--- src/rtl/core/vbk_pkg.sv ---
`timescale 1ns / 1ps
// ----------------------------------------------------------------------------
// vbk_pkg
// Shared types, widths and helpers of the Verlet ball kernel.
// ----------------------------------------------------------------------------
package vbk_pkg;

  localparam int POS_W   = 24;
  localparam int ACC_W   = 17;
  localparam int CTR_W   = 24;
  localparam int LIM_W   = 23;
  localparam int RAD_W   = 18;
  localparam int SUM_W   = 28;
  localparam int VEC_W   = 26;
  localparam int MAG_W   = 25;
  localparam int SQ_W    = 2 * MAG_W;
  localparam int D2_W    = SQ_W + 1;
  localparam int LIM2_W  = 2 * LIM_W;
  localparam int M_W     = RAD_W + 1;
  localparam int M2_W    = 2 * M_W;
  localparam int RADP_W  = D2_W + 1;
  localparam int ROOT_W  = RADP_W / 2;
  localparam int SQR_W   = ROOT_W + 2;
  localparam int GAP_W   = ROOT_W + 1;
  localparam int Q_W     = 24;
  localparam int NUM_W   = MAG_W + LIM_W;
  localparam int DEN_W   = ROOT_W + 1;
  localparam int REM_W   = DEN_W + 1;
  localparam int QDEPTH  = 4;
  localparam int QCNT_W  = 3;
  localparam int QPTR_W  = 2;
  localparam int ADDR_W  = 5;
  localparam int DATA_W  = 32;

  localparam logic OP_INTEGRATE = 1'b0;
  localparam logic OP_COLLIDE   = 1'b1;

  typedef enum logic [2:0] {
    REG_ACCEL_X  = 3'd0,
    REG_ACCEL_Y  = 3'd1,
    REG_CENTER_X = 3'd2,
    REG_CENTER_Y = 3'd3,
    REG_LIMIT    = 3'd4,
    REG_RADIUS   = 3'd5
  } reg_idx_t;

  typedef struct packed {
    logic                    opcode;
    logic signed [POS_W-1:0] first_x;
    logic signed [POS_W-1:0] first_y;
    logic signed [POS_W-1:0] second_x;
    logic signed [POS_W-1:0] second_y;
  } item_t;

  typedef struct packed {
    logic signed [POS_W-1:0] new_first_x;
    logic signed [POS_W-1:0] new_first_y;
    logic signed [POS_W-1:0] new_second_x;
    logic signed [POS_W-1:0] new_second_y;
    logic                    adjusted;
    logic                    saturated;
  } result_t;

  typedef struct packed {
    logic signed [ACC_W-1:0] accel_x;
    logic signed [ACC_W-1:0] accel_y;
    logic signed [CTR_W-1:0] center_x;
    logic signed [CTR_W-1:0] center_y;
    logic [LIM_W-1:0]        limit;
    logic [RAD_W-1:0]        radius;
  } cfg_t;

  typedef struct packed {
    logic                    op;
    logic                    psat;
    logic signed [POS_W-1:0] fx;
    logic signed [POS_W-1:0] fy;
    logic signed [POS_W-1:0] sx;
    logic signed [POS_W-1:0] sy;
    logic signed [POS_W-1:0] px;
    logic signed [POS_W-1:0] py;
  } front_t;

  typedef struct packed {
    logic                    op;
    logic                    psat;
    logic                    adj;
    logic signed [POS_W-1:0] fx;
    logic signed [POS_W-1:0] fy;
    logic signed [POS_W-1:0] sx;
    logic signed [POS_W-1:0] sy;
    logic signed [POS_W-1:0] px;
    logic signed [POS_W-1:0] py;
    logic                    neg_x;
    logic                    neg_y;
    logic [MAG_W-1:0]        mag_x;
    logic [MAG_W-1:0]        mag_y;
  } sq_tag_t;

  typedef struct packed {
    logic                    op;
    logic                    psat;
    logic                    adj;
    logic signed [POS_W-1:0] fx;
    logic signed [POS_W-1:0] fy;
    logic signed [POS_W-1:0] sx;
    logic signed [POS_W-1:0] sy;
    logic signed [POS_W-1:0] px;
    logic signed [POS_W-1:0] py;
    logic                    neg_x;
    logic                    neg_y;
  } dv_tag_t;

  // clamp to the position range; msb of the result flags a clamp
  function automatic logic [POS_W:0] sat_pos(input logic signed [SUM_W-1:0] v);
    logic signed [SUM_W-1:0] hi;
    logic signed [SUM_W-1:0] lo;
    hi = {{(SUM_W-POS_W+1){1'b0}}, {(POS_W-1){1'b1}}};
    lo = ~hi;
    if (v > hi) begin
      return {1'b1, hi[POS_W-1:0]};
    end else if (v < lo) begin
      return {1'b1, lo[POS_W-1:0]};
    end
    return {1'b0, v[POS_W-1:0]};
  endfunction

endpackage

--- src/rtl/core/vbk_queue.sv ---
`timescale 1ns / 1ps
// ----------------------------------------------------------------------------
// vbk_queue
// Short queue between front and back.
// ----------------------------------------------------------------------------
module vbk_queue (
  input  logic                        clk,
  input  logic                        rst,
  input  logic                        push,
  input  vbk_pkg::front_t             din,
  input  logic                        take,
  output logic                        head_valid,
  output vbk_pkg::front_t             head,
  output logic [vbk_pkg::QCNT_W-1:0]  level
);
  import vbk_pkg::*;

  front_t            mem [0:QDEPTH-1];
  logic [QPTR_W-1:0] wr_ptr;
  logic [QPTR_W-1:0] rd_ptr;
  logic [QCNT_W-1:0] count;
  logic              pop;

  assign head_valid = count != '0;
  assign pop        = take & head_valid;
  assign head       = mem[rd_ptr];
  assign level      = count;

  always_ff @(posedge clk) begin
    if (rst) begin
      wr_ptr <= '0;
      rd_ptr <= '0;
      count  <= '0;
    end else begin
      if (push) begin
        wr_ptr <= wr_ptr + 1'b1;
      end
      if (pop) begin
        rd_ptr <= rd_ptr + 1'b1;
      end
      count <= count + QCNT_W'(push) - QCNT_W'(pop);
    end
    if (push) begin
      mem[wr_ptr] <= din;
    end
  end

endmodule

--- config.mk ---
export PLATFORM = sky130hd
export DESIGN_NAME = vbk_queue
export DESIGN_NICKNAME = d
export VERILOG_FILES = /design/src/rtl/core/vbk_pkg.sv /design/src/rtl/core/vbk_queue.sv
export SDC_FILE = /design/constraint.sdc
export NUM_CORES = 1
export LEC_CHECK = 0
export BUFFER_PORTS_ARGS = -buffer_cell sky130_fd_sc_hd__clkbuf_2
export CAP_MARGIN = 20
export CORE_ASPECT_RATIO = 1.25
export CORE_MARGIN = 2
export CORE_UTILIZATION = 41
export DETAILED_ROUTE_END_ITERATION = 8
export PLACE_DENSITY = 0.68
export SLEW_MARGIN = 15
export SYNTH_ARGS = -nofsm -noshare
export SYNTH_HDL_FRONTEND = slang
export SYNTH_SLANG_ARGS = --single-unit
--- constraint.sdc ---
create_clock -name clk -period 6.37 [get_ports clk]
set_clock_uncertainty 0.05 [all_clocks]
set_input_delay 0.9555 -clock clk [delete_from_list [all_inputs] [get_ports clk]]
set_output_delay 0.9555 -clock clk [all_outputs]
set_load 0.1 [all_outputs]
==> impl_metrics.yaml <==
cells_and_area:
  nFillCells: 4189
  final_common_cell: "edfxtp_1"
  final_area_um2: 25500
  layout_common_cells: "584 x edfxtp_1, 299 x clkbuf_2, 146 x mux4_2"
  area_growth_pct: 18.5
  seq_area_um2: 17700
  utilization: 0.493
  multi_input_area_um2: 3560
  drive_above_1_share: 0.453
  layout.nets: 1296
clock_tree:
  cts_buffer_depth: 3
  cts_made_buffers: 55
  clkLatencyLatePin_ns: 0.58
  cts.repair.resized: 0
  cts_tree: "yes"
  hold_buffers: 0
  h-tree-depth: 2
  cts_root_buffer: "clkbuf_16"
  clk_pin_slew_ns: 0.06
  post_cts_buffers: 0
  clock-sinks: 593
routing:
  drc: 0
  num_vias: 9520
  wirelength_um: 41800
  postRouteAntennaNets: 0
  drt_iter0_drc: 537
  via_per_inst: 5.15
  wire_per_inst_um: 22.6
  dr.pass1.iters: 5
logic_synthesis:
  ys_types: 20
  syn_nets: 964
  yosys_warnings: 0
  syn_area_per_cell_um2: 26.6
  netlist_instances: 807
  synth_area_um2: 21500
  ys_ff_latch: 593
  ys_seq_area_frac: 0.824
global_route:
  grtUsageTotal: 0.154
  grt_pass1_vias: 10251
  grt_max_degree: 93
  grt_pass1_wl_um: 62100
  antenna_found_initial: 6
  grt_overflow_total: 0
power_and_ir_drop:
  pwr-share-comb: 0.323
  power_switching_mw: 4.40
  switching_share: 0.384
  power.leakage_nw: 8.50
  pwr-share-clk: 0.273
  power.internal_mw: 7.05
  p_seq_frac: 0.404
  powerDensity_nw_per_um2: 450
  vdd_drop_max_uv: 267
timing:
  fin_ws_ns: 2.24
  fmax_ghz: 0.242
  drv_slew: 0
  hold_viol: 0
  period_needed_ns: 4.13
  setup_tns_ns: 0
  worst_slew_pin_slew_ns: 0.981
  setup_viol: 0
  timing.slew.headroom: 0.346
  holdWs_ns: 0.522
  timing.final.crit_share: 0.649
  grt_setup_unrepaired: "false"
worst_setup_path:
  cp_slowest_stage_delay_ns: 0.99
  path_cells: "buf_12 -> mux4_2 -> clkbuf_2"
  r2r-start: "wr_ptr[0]"
  endpoint_kind: "output pin"
  critical-path-slowest-cell: "dfxtp_4"
  cp.arrival_ns: 3.13
  criticalPathCategory: "register to output pin"
  r2r_end: "mem[1][7]"
  critPathLaunchType: "register"
  r2r_slack_ns: 3.89
  cp_data_required_time_ns: 5.36
  critPathMaxFanout: 54
  reg2reg_depth: 3
min_path:
  hold_depth: 2
  worstHoldStart: "wr_ptr[1]"
  hold_path_class: "register to register"
  hold_end: "wr_ptr[1]"
floorplan:
  die_h_um: 260
  die_area_um2: 54300
  core_area_um2: 51700
  num_rows: 93
  design.portCount: 300
  die_w_um: 209
  start_util: 0.416
placed_design:
  placed_area_um2: 23800
  place_congestion: 0.724
  numPortBuffers: 299
  dp_hpwl_um: 24300
  place_ws_ns: 2.75
run:
  drv_cap: 0
status:
  status: "completed"
-- sequential cells by signal (all words and copies together) (netlist names), named ones only --
name,cells
level,3
wr_ptr,2
rd_ptr,2
mem,584
-- final cells by class --
type	instances	share of cell area
inverters	6	0.000884
flip-flops and latches	593	0.696
repair buffers	308	0.0643
diodes	3	0.000295
clock buffers	69	0.0561
well taps	665	0.0327
clock inverters	30	0.0105
multi-input cells	175	0.140
-- worst max-delay path by stage --
stage | endpoint | start | cells after the start | slack [ns]
2_1_floorplan | mem[0][0] | push | 1 | 1.51
3_3_place_gp | head[107] | register | 3 | 2.73
3_5_place_dp | head[107] | register | 3 | 2.75
4_1_cts | head[40] | register | 3 | 2.08
5_1_grt | head[107] | register | 3 | 1.96
6_report | head[107] | register | 3 | 2.24
-- power groups by stage --
stage                     clock network (mW)  registers (mW)  logic [mW]
after CTS                               3.23            4.64        3.75
after floorplan                            0            4.69        3.21
after global routing                    3.36            4.66        3.82
final                                   3.13            4.63        3.70
after global placement                     0            4.71        3.73
after detailed placement                   0            4.73        3.74
-- Yosys cell counts --
cell | n | area share
or3_1 | 1 | 0.00029
and2_1 | 4 | 0.0012
buf_6 | 4 | 0.0021
mux4_2 | 146 | 0.15
nor2b_1 | 4 | 0.0012
xnor2_1 | 1 | 0.00041
mux2i_1 | 1 | 0.00047
buf_2 | 15 | 0.0035
mux2_2 | 3 | 0.0016
ha_1 | 6 | 0.0035
dfxtp_1 | 9 | 0.0084
xor3_1 | 1 | 0.0011
nor2_1 | 5 | 0.00087
inv_1 | 6 | 0.0010
buf_4 | 11 | 0.0038
clkbuf_1 | 3 | 0.00052
fa_1 | 1 | 0.00093
o31a_1 | 1 | 0.00041
o311ai_0 | 1 | 0.00041
edfxtp_1 | 584 | 0.82
-- layer usage --
metal | GRT usage | share of wire | vias up
li1 | - | - | 4175
met1 | 0.183 | 0.38 | 4968
met2 | 0.265 | 0.52 | 276
met3 | 0.0418 | 0.063 | 95
met4 | 0.0669 | 0.036 | 6
met5 | 0 | 0.0011 | -
-- cell families (layout without fill, tap and decap cells) --
| kind of cell | Yosys count | count (layout) | synth area share |
|---|---|---|---|
| DFF | 593 | 593 | 0.824 |
| muxes | 150 | 150 | 0.155 |
| xor gates and xnor gates | 2 | 2 | 0.00151 |
| buffers and inverters | 39 | 413 | 0.0110 |
| AOI/OAI and AO/OA | 2 | 2 | 0.000815 |
| adders and majority gates | 7 | 7 | 0.00442 |
| and+or+nand+nor | 14 | 14 | 0.00349 |
| other | 0 | 3 | 0 |
-- through the flow --
| step | std cells | total power, mW |
|---|---|---|
| 2_1_floorplan | 807 | 7.90 |
| 3_3_place_gp | 1747 | 8.44 |
| 3_5_place_dp | 1747 | 8.46 |
| 4_1_cts | 1846 | 11.6 |
| 5_1_grt | 1849 | 11.8 |
| 6_report | 1849 | 11.5 |
-- critical path: cells and delay by family, from the launching register on --
family / cells / cell delay (ns)
multiplexers: 1 / 0.59
buffers and inverters: 2 / 0.85
flip-flops: 1 / 0.99
Power figures use the tool's default switching activity.
