[src/rtl/core/vbk_pkg.sv]
`timescale 1ns / 1ps
// ----------------------------------------------------------------------------
// vbk_pkg
// Shared types, widths and helpers of the Verlet ball kernel.
// ----------------------------------------------------------------------------
package vbk_pkg;

  localparam int POS_W   = 24;
  localparam int ACC_W   = 17;
  localparam int CTR_W   = 24;
  localparam int LIM_W   = 23;
  localparam int RAD_W   = 18;
  localparam int SUM_W   = 28;
  localparam int VEC_W   = 26;
  localparam int MAG_W   = 25;
  localparam int SQ_W    = 2 * MAG_W;
  localparam int D2_W    = SQ_W + 1;
  localparam int LIM2_W  = 2 * LIM_W;
  localparam int M_W     = RAD_W + 1;
  localparam int M2_W    = 2 * M_W;
  localparam int RADP_W  = D2_W + 1;
  localparam int ROOT_W  = RADP_W / 2;
  localparam int SQR_W   = ROOT_W + 2;
  localparam int GAP_W   = ROOT_W + 1;
  localparam int Q_W     = 24;
  localparam int NUM_W   = MAG_W + LIM_W;
  localparam int DEN_W   = ROOT_W + 1;
  localparam int REM_W   = DEN_W + 1;
  localparam int QDEPTH  = 4;
  localparam int QCNT_W  = 3;
  localparam int QPTR_W  = 2;
  localparam int ADDR_W  = 5;
  localparam int DATA_W  = 32;

  localparam logic OP_INTEGRATE = 1'b0;
  localparam logic OP_COLLIDE   = 1'b1;

  typedef enum logic [2:0] {
    REG_ACCEL_X  = 3'd0,
    REG_ACCEL_Y  = 3'd1,
    REG_CENTER_X = 3'd2,
    REG_CENTER_Y = 3'd3,
    REG_LIMIT    = 3'd4,
    REG_RADIUS   = 3'd5
  } reg_idx_t;

  typedef struct packed {
    logic                    opcode;
    logic signed [POS_W-1:0] first_x;
    logic signed [POS_W-1:0] first_y;
    logic signed [POS_W-1:0] second_x;
    logic signed [POS_W-1:0] second_y;
  } item_t;

  typedef struct packed {
    logic signed [POS_W-1:0] new_first_x;
    logic signed [POS_W-1:0] new_first_y;
    logic signed [POS_W-1:0] new_second_x;
    logic signed [POS_W-1:0] new_second_y;
    logic                    adjusted;
    logic                    saturated;
  } result_t;

  typedef struct packed {
    logic signed [ACC_W-1:0] accel_x;
    logic signed [ACC_W-1:0] accel_y;
    logic signed [CTR_W-1:0] center_x;
    logic signed [CTR_W-1:0] center_y;
    logic [LIM_W-1:0]        limit;
    logic [RAD_W-1:0]        radius;
  } cfg_t;

  typedef struct packed {
    logic                    op;
    logic                    psat;
    logic signed [POS_W-1:0] fx;
    logic signed [POS_W-1:0] fy;
    logic signed [POS_W-1:0] sx;
    logic signed [POS_W-1:0] sy;
    logic signed [POS_W-1:0] px;
    logic signed [POS_W-1:0] py;
  } front_t;

  typedef struct packed {
    logic                    op;
    logic                    psat;
    logic                    adj;
    logic signed [POS_W-1:0] fx;
    logic signed [POS_W-1:0] fy;
    logic signed [POS_W-1:0] sx;
    logic signed [POS_W-1:0] sy;
    logic signed [POS_W-1:0] px;
    logic signed [POS_W-1:0] py;
    logic                    neg_x;
    logic                    neg_y;
    logic [MAG_W-1:0]        mag_x;
    logic [MAG_W-1:0]        mag_y;
  } sq_tag_t;

  typedef struct packed {
    logic                    op;
    logic                    psat;
    logic                    adj;
    logic signed [POS_W-1:0] fx;
    logic signed [POS_W-1:0] fy;
    logic signed [POS_W-1:0] sx;
    logic signed [POS_W-1:0] sy;
    logic signed [POS_W-1:0] px;
    logic signed [POS_W-1:0] py;
    logic                    neg_x;
    logic                    neg_y;
  } dv_tag_t;

  // clamp to the position range; msb of the result flags a clamp
  function automatic logic [POS_W:0] sat_pos(input logic signed [SUM_W-1:0] v);
    logic signed [SUM_W-1:0] hi;
    logic signed [SUM_W-1:0] lo;
    hi = {{(SUM_W-POS_W+1){1'b0}}, {(POS_W-1){1'b1}}};
    lo = ~hi;
    if (v > hi) begin
      return {1'b1, hi[POS_W-1:0]};
    end else if (v < lo) begin
      return {1'b1, lo[POS_W-1:0]};
    end
    return {1'b0, v[POS_W-1:0]};
  endfunction

endpackage

[src/rtl/core/vbk_front.sv]
`timescale 1ns / 1ps
// ----------------------------------------------------------------------------
// vbk_front
// Accepts items, decodes the opcode and forms the Verlet prediction.
// ----------------------------------------------------------------------------
module vbk_front (
  input  logic                        clk,
  input  logic                        rst,
  input  vbk_pkg::cfg_t               cfg,
  input  logic                        item_valid,
  output logic                        item_ready,
  input  vbk_pkg::item_t              item,
  input  logic [vbk_pkg::QCNT_W-1:0]  level,
  output logic                        push,
  output vbk_pkg::front_t             entry
);
  import vbk_pkg::*;

  logic signed [SUM_W-1:0] sum_x;
  logic signed [SUM_W-1:0] sum_y;
  logic [POS_W:0]          sat_x;
  logic [POS_W:0]          sat_y;
  logic                    hold_valid;
  front_t                  hold;
  logic                    accept;

  assign item_ready = (level + QCNT_W'(hold_valid)) < QCNT_W'(QDEPTH);
  assign accept     = item_valid & item_ready;

  assign sum_x = (SUM_W'(item.first_x) <<< 1) - SUM_W'(item.second_x) + SUM_W'(cfg.accel_x);
  assign sum_y = (SUM_W'(item.first_y) <<< 1) - SUM_W'(item.second_y) + SUM_W'(cfg.accel_y);
  assign sat_x = sat_pos(sum_x);
  assign sat_y = sat_pos(sum_y);

  always_ff @(posedge clk) begin
    if (rst) begin
      hold_valid <= 1'b0;
    end else begin
      hold_valid <= accept;
    end
    if (accept) begin
      hold.op   <= item.opcode;
      hold.fx   <= item.first_x;
      hold.fy   <= item.first_y;
      hold.sx   <= item.second_x;
      hold.sy   <= item.second_y;
      hold.px   <= sat_x[POS_W-1:0];
      hold.py   <= sat_y[POS_W-1:0];
      hold.psat <= (item.opcode == OP_INTEGRATE) & (sat_x[POS_W] | sat_y[POS_W]);
    end
  end

  assign push  = hold_valid;
  assign entry = hold;

endmodule

[config.mk]
export PLATFORM = sky130hd
export DESIGN_NAME = vbk_front
export DESIGN_NICKNAME = d
export VERILOG_FILES = /design/src/rtl/core/vbk_pkg.sv /design/src/rtl/core/vbk_front.sv
export SDC_FILE = /design/constraint.sdc
export NUM_CORES = 1
export LEC_CHECK = 0
export BUFFER_PORTS_ARGS = -buffer_cell sky130_fd_sc_hd__buf_2
export CORE_UTILIZATION = 44
export DETAILED_ROUTE_END_ITERATION = 16
export HOLD_SLACK_MARGIN = 0.02
export PLACE_DENSITY = 0.77
export SYNTH_ARGS = -nofsm -noshare
export SYNTH_HDL_FRONTEND = slang
export SYNTH_SLANG_ARGS = --single-unit
[constraint.sdc]
create_clock -name clk -period 4.7 [get_ports clk]
set_input_delay 0.705 -clock clk [delete_from_list [all_inputs] [get_ports clk]]
set_output_delay 0.705 -clock clk [all_outputs]
set_load 0.03 [all_outputs]
==> results of run 1 <==
[layout make-up]
| cell class | instances | area share |
|---|---|---|
| well taps | 270 | 0.0297 |
| multi-input cells | 430 | 0.339 |
| clock buffers | 17 | 0.0374 |
| flip-flops and latches | 147 | 0.387 |
| clock inverters | 15 | 0.0151 |
| repair buffers | 291 | 0.131 |
| diodes | 4 | 0.000880 |
| inverters | 181 | 0.0598 |
[power by group through the flow]
stage	clock, mW	sequential, mW	combinational [mW]
2_1_floorplan	0	1.96	1.13
3_3_place_gp	0	1.71	1.80
3_5_place_dp	0	1.71	1.83
4_1_cts	1.43	1.68	1.85
5_1_grt	1.48	1.69	2.04
6_report	1.40	1.68	1.84
[logic make-up after synthesis]
logic type	after synthesis	share of synthesized area
simple gates	104	0.0599
xor+xnor	45	0.0437
flops	147	0.488
compound gates	178	0.139
mux	1	0.00111
buf+inv	199	0.0851
fa+ha+maj	102	0.183
[through the flow]
stage	util	cells	total power [mW]	setup slack [ns]	hold WS, ns
floorplan	-	776	3.09	0.668	0.777
global placement	0.534	1319	3.51	0.295	0.864
detailed placement	0.534	1319	3.54	0.258	0.864
CTS	0.563	1351	4.96	0.691	0.413
global route	0.563	1351	5.21	0.451	0.423
finish	0.564	1355	4.92	0.672	0.435
[synthesized netlist by cell type (all sizes together), types with 3 or more instances]
| cell | instances | share of area |
|---|---|---|
| fa | 50 | 0.11 |
| ha | 52 | 0.072 |
| nand3b | 3 | 0.0025 |
| o21a | 3 | 0.0025 |
| or2 | 3 | 0.0021 |
| inv | 181 | 0.075 |
| nor2b | 5 | 0.0035 |
| a21o | 67 | 0.056 |
| nand4 | 5 | 0.0035 |
| o21ai | 20 | 0.011 |
| and2 | 4 | 0.0028 |
| o21bai | 6 | 0.0062 |
| o211ai | 3 | 0.0030 |
| a31oi | 8 | 0.0062 |
| buf | 7 | 0.0053 |
| nand2 | 21 | 0.0087 |
| a31o | 3 | 0.0029 |
| nand3 | 18 | 0.010 |
| edfxtp | 146 | 0.49 |
| o31a | 5 | 0.0049 |
| xor2 | 18 | 0.017 |
| nor3 | 7 | 0.0044 |
| nor2 | 21 | 0.0087 |
| a211oi | 6 | 0.0064 |
| clkbuf | 11 | 0.0046 |
| and3 | 3 | 0.0021 |
| xnor2 | 27 | 0.026 |
| a41oi | 3 | 0.0029 |
| and4 | 3 | 0.0029 |
| nand2b | 4 | 0.0028 |
| a21oi | 40 | 0.023 |
[state kept, by name (all words and copies together), names as in the netlist]
register / flops
entry: 146
push: 1
[metal layers]
| layer | up-vias | wire [um] | track usage |
|---|---|---|---|
| met2 | 250 | 10100 | 0.348 |
| met3 | 35 | 1590 | 0.0673 |
| met5 | - | 75 | 0 |
| met4 | 12 | 391 | 0.0658 |
| li1 | 3245 | - | - |
| met1 | 3185 | 8930 | 0.258 |
[worst max-delay path, cell delays in order]
cell,delay [ns]
buf_2,0.10
inv_1,0.07
fa_1,0.42
ha_1,0.25
fa_1,0.43
a21oi_2,0.20
o211ai_2,0.16
a211oi_4,0.28
a31oi_1,0.18
a31oi_2,0.31
nor4bb_1,0.09
a211o_1,0.29
o31a_1,0.29
buf_4,0.22
a21o_1,0.19
[final timing paths]
path / slack [ns] / depth (start not counted) / endpoint / startpoint
setup reg to reg: 2.52 / 4 / entry[103] / push
setup / recovery: 0.67 / 15 / entry[1] / item[1]
hold / removal: 0.44 / 2 / push / rst
hold reg to reg: 1.15 / 3 / entry[116] / push
==> flow_metrics.tcl, run 1 <==
set metrics [dict create \
    num_rows 52 \
    peakVddDrop_uv 245 \
    cts_hold_buf 0 \
    netlist_area_sq_um 9020 \
    drive_above_1_share 0.312 \
    intPower_mw 3.17 \
    sequentialPowerShare 0.342 \
    route.detailed.drc 0 \
    cts_made_buffers 17 \
    switching_power_mw 1.76 \
    htreeDepth 4 \
    p_comb_frac 0.375 \
    critPathKind "in -> reg" \
    start_util 0.447 \
    antenna_found_initial 10 \
    path_max_fanout 23 \
    grt_pass1_vias 6708 \
    numPortBuffers 284 \
    mostFrequentLayoutCells "284 x buf_2, 181 x inv_1, 146 x edfxtp_1" \
    min_period_over_period 0.857 \
    die_w_um 145 \
    start_kind "primary input" \
    dieHeight_um 145 \
    clkTransAtPathRegs_ns 0.06 \
    skew_ns 0.00605 \
    fmax_mhz 248 \
    clkPwrFrac 0.284 \
    layout_min_cycle_time_ns 4.03 \
    vias 6727 \
    required_ns 4.87 \
    core_area_sq_um 20200 \
    finalSetupViolations 0 \
    regArea_sq_um 4400 \
    hpwl_um 16600 \
    area_growth_pct 26.0 \
    synth-seq-cells 147 \
    maxCapViolCount 0 \
    cts_tree "done" \
    rsz0062_at_grt "no" \
    synth_edf_count 146 \
    dpl_cell_area_sq_um 10800 \
    multiInputGateArea_sq_um 3850 \
    p_leak_nw 5.52 \
    insertion_delay_ns 0.42 \
    synth_area_per_cell_sq_um 11.6 \
    cts_buffer_depth 2 \
    gp_congestion 0.832 \
    switching_share 0.357 \
    outcome "finished clean" \
    tns_ns 0 \
    ctsResizeCount 0 \
    synth_nets 1104 \
    cts_root_buffer "clkbuf_16" \
    hold_viol 0 \
    drt-vias-per-instance 4.96 \
    nFillCells 1774 \
    synthesis.instances 776 \
    max_slew_margin 0.394 \
    first_pass_iters 5 \
    grt_max_degree 65 \
    ys.flop_type "edfxtp_1" \
    io_pins 374 \
    dieArea_sq_um 21100 \
    drt_iter0_markers 418 \
    wl_um 21100 \
    critical_path.endpoint_type "register" \
    async_flop_share 0 \
    drv_slew 0 \
    tightest_slew_ns 0.909 \
    detail-route-antenna-nets 0 \
    fin_nets 1396 \
    grt_usage 0.209 \
    holdCritPathClass "in -> reg" \
    design_area_sq_um 11400 \
    ys_types 62 \
    ys_seq_area_frac 0.488 \
    yosys_warnings 0 \
    grt-ovfl-total 0 \
    post_cts_buffers 0 \
    clock_sinks 147 \
    wl_per_cell_um 15.6 \
    grt_pass1_wl_um 34100 \
    arrival_ns 4.20 \
    mostFrequentLayoutCell "buf_2" \
    p_per_area_nw_per_um2 433 \
]
No activity file was read; power rests on OpenSTA's default activity.
==> inputs of run 2 (changes only) <==
--- a/config.mk
+++ b/config.mk
@@ -6,10 +6,12 @@
 export NUM_CORES = 1
 export LEC_CHECK = 0
 export BUFFER_PORTS_ARGS = -buffer_cell sky130_fd_sc_hd__buf_2
-export CORE_UTILIZATION = 44
+export CORE_AREA = 2 2 146 148
 export DETAILED_ROUTE_END_ITERATION = 16
+export DIE_AREA = 0 0 148 150
 export HOLD_SLACK_MARGIN = 0.02
-export PLACE_DENSITY = 0.77
+export PLACE_DENSITY = 0.74
+export SETUP_SLACK_MARGIN = 0.15
 export SYNTH_ARGS = -nofsm -noshare
 export SYNTH_HDL_FRONTEND = slang
 export SYNTH_SLANG_ARGS = --single-unit
==> constraint.sdc (replaced) <==
create_clock -name clk -period 5.15 [get_ports clk]
set_input_delay 0.7725 -clock clk [delete_from_list [all_inputs] [get_ports clk]]
set_output_delay 0.7725 -clock clk [all_outputs]
set_load 0.03 [all_outputs]
==> flow_metrics.tcl, run 2 (synthesis results as in run 1) <==
set metrics [dict create \
    outcome "finished clean" \
    multiInputGateArea_sq_um 3850 \
    nFillCells 1828 \
    start_util 0.436 \
    tightest_slew_ns 1.03 \
    wl_per_cell_um 15.2 \
    worstRegToRegCells 4 \
    drive_above_1_share 0.309 \
    regArea_sq_um 4400 \
    reg2reg_to "entry[55]" \
    maxCapViolCount 0 \
    vias 6646 \
    slowest_stage "o31a_1" \
    dieArea_sq_um 22200 \
    path_max_fanout 23 \
    mostFrequentLayoutCells "284 x buf_2, 181 x inv_1, 146 x edfxtp_1" \
    clock_sinks 147 \
    cts_tree "done" \
    arrival_ns 4.56 \
    grt_pass1_wl_um 32300 \
    io_pins 374 \
    grt_max_degree 77 \
    core_area_sq_um 20700 \
    wl_um 20600 \
    p_leak_nw 5.51 \
    skew_ns 0.00778 \
    holdCritPathClass "in -> reg" \
    numPortBuffers 284 \
    worst_path_most_repeated_cell "fa_1" \
    start_kind "primary input" \
    crit_chain "buf_2 > inv_1 > fa_1 > ha_1 > fa_1 > a21oi_2 > o211ai_2 > a211oi_4 > a31oi_1 > a31oi_2 > nor4bb_1 > a211o_1 > o31a_1 > a21o_1" \
    htreeDepth 4 \
    grt_usage 0.187 \
    drv_slew 0 \
    dieHeight_um 150 \
    required_ns 5.32 \
    detail-route-antenna-nets 0 \
    max_slew_margin 0.312 \
    cts_buffer_depth 2 \
    clkTransAtPathRegs_ns 0.06 \
    reg2reg_from "push" \
    hpwl_um 15800 \
    fmax_mhz 228 \
    min_period_over_period 0.852 \
    placed_cells_incl_taps 1320 \
    drt_iter0_markers 350 \
    drt-vias-per-instance 4.91 \
    cts_made_buffers 17 \
    mostFrequentLayoutCell "buf_2" \
    critical_path.endpoint_type "register" \
    critPathKind "in -> reg" \
    grt-ovfl-total 0 \
    fin_nets 1392 \
    ff2ff_setup_slack_ns 2.87 \
    cpPeakStageDelay_ns 0.62 \
    largest_register_ff_count 146 \
    peakVddDrop_uv 237 \
    hp-start "rst" \
    rsz0062_at_grt "no" \
    finalSetupViolations 0 \
    min_path_cells 2 \
    insertion_delay_ns 0.42 \
    grt_pass1_vias 6649 \
    hold_end "push" \
    p_per_area_nw_per_um2 395 \
    route.detailed.drc 0 \
    first_pass_iters 7 \
    layoutNonFillerInstCount 1353 \
    num_rows 53 \
    gp_congestion 0.830 \
    layout_min_cycle_time_ns 4.39 \
    antenna_found_initial 3 \
    tns_ns 0 \
    ctsResizeCount 0 \
    hold_viol 0 \
    post_cts_buffers 0 \
    die_w_um 148 \
    area_growth_pct 25.6 \
    cts_hold_buf 0 \
    cts_root_buffer "clkbuf_16" \
]
## run 2: changes by cell type in the layout (fill, tap and decap cells not counted)
| cell | before | now |
|---|---|---|
| buf_4 | 6 | 2 |
| diode_2 | 4 | 1 |
| clkinv_2 | 1 | 2 |
| clkinv_4 | 1 | 2 |
| clkinvlp_4 | 3 | 2 |
| inv_6 | 6 | 5 |
## run 2: critical path: cells and delay by family
family                     cells  cell delay (ns)
AOI/OAI and AO/OA              8             2.46
adders and majority gates      3             1.08
buffers and inverters          2             0.17
and+or+nand+nor                1             0.09
## run 2: how the worst max path moves through the flow
stage	start	endpoint	slack, ns	depth (start not counted)
final	item[1]	entry[21]	0.76	14
after global routing	cfg[105]	entry[12]	0.47	14
after CTS	item[1]	entry[21]	0.79	14
after detailed placement	item[1]	entry[1]	0.37	14
after global placement	item[1]	entry[5]	0.38	14
after floorplan	item[1]	entry[7]	1.05	14
## run 2: metal layers
layer  global-route usage  part of all wire  up-vias
li1                     -                 -     3229
met1                0.219              0.40     3132
met2                0.328              0.50      249
met3               0.0558             0.083       34
met4               0.0619             0.021        2
met5                    0           0.00063        -
## run 2: stage by stage
step                utilization  area (sq um)  total power, mW  hold slack, ns  worst slack, ns
floorplan                     -          9020             2.82           0.844             1.05
global placement          0.519         10700             3.20           0.928            0.377
detailed placement        0.519         10700             3.22           0.930            0.366
CTS                       0.548         11300             4.51           0.488            0.790
global route              0.548         11300             4.73           0.489            0.470
finish                    0.548         11300             4.48           0.502            0.762
## run 2: report_power, final
part / leakage [nW] / switching (mW) / internal, mW
Clock: 0.289 / 0.542 / 0.728
Combinational: 3.84 / 1.03 / 0.645
Sequential: 1.37 / 0.0254 / 1.51
## run 2: final cells by class
cell class                      count  area share
Clock buffer                       17      0.0375
Clock inverter                     15      0.0149
Multi-Input combinational cell    430       0.340
Timing Repair Buffer              287       0.128
Antenna cell                        1    0.000221
Sequential cell                   147       0.389
Inverter                          181      0.0599
Tap cell                          275      0.0304
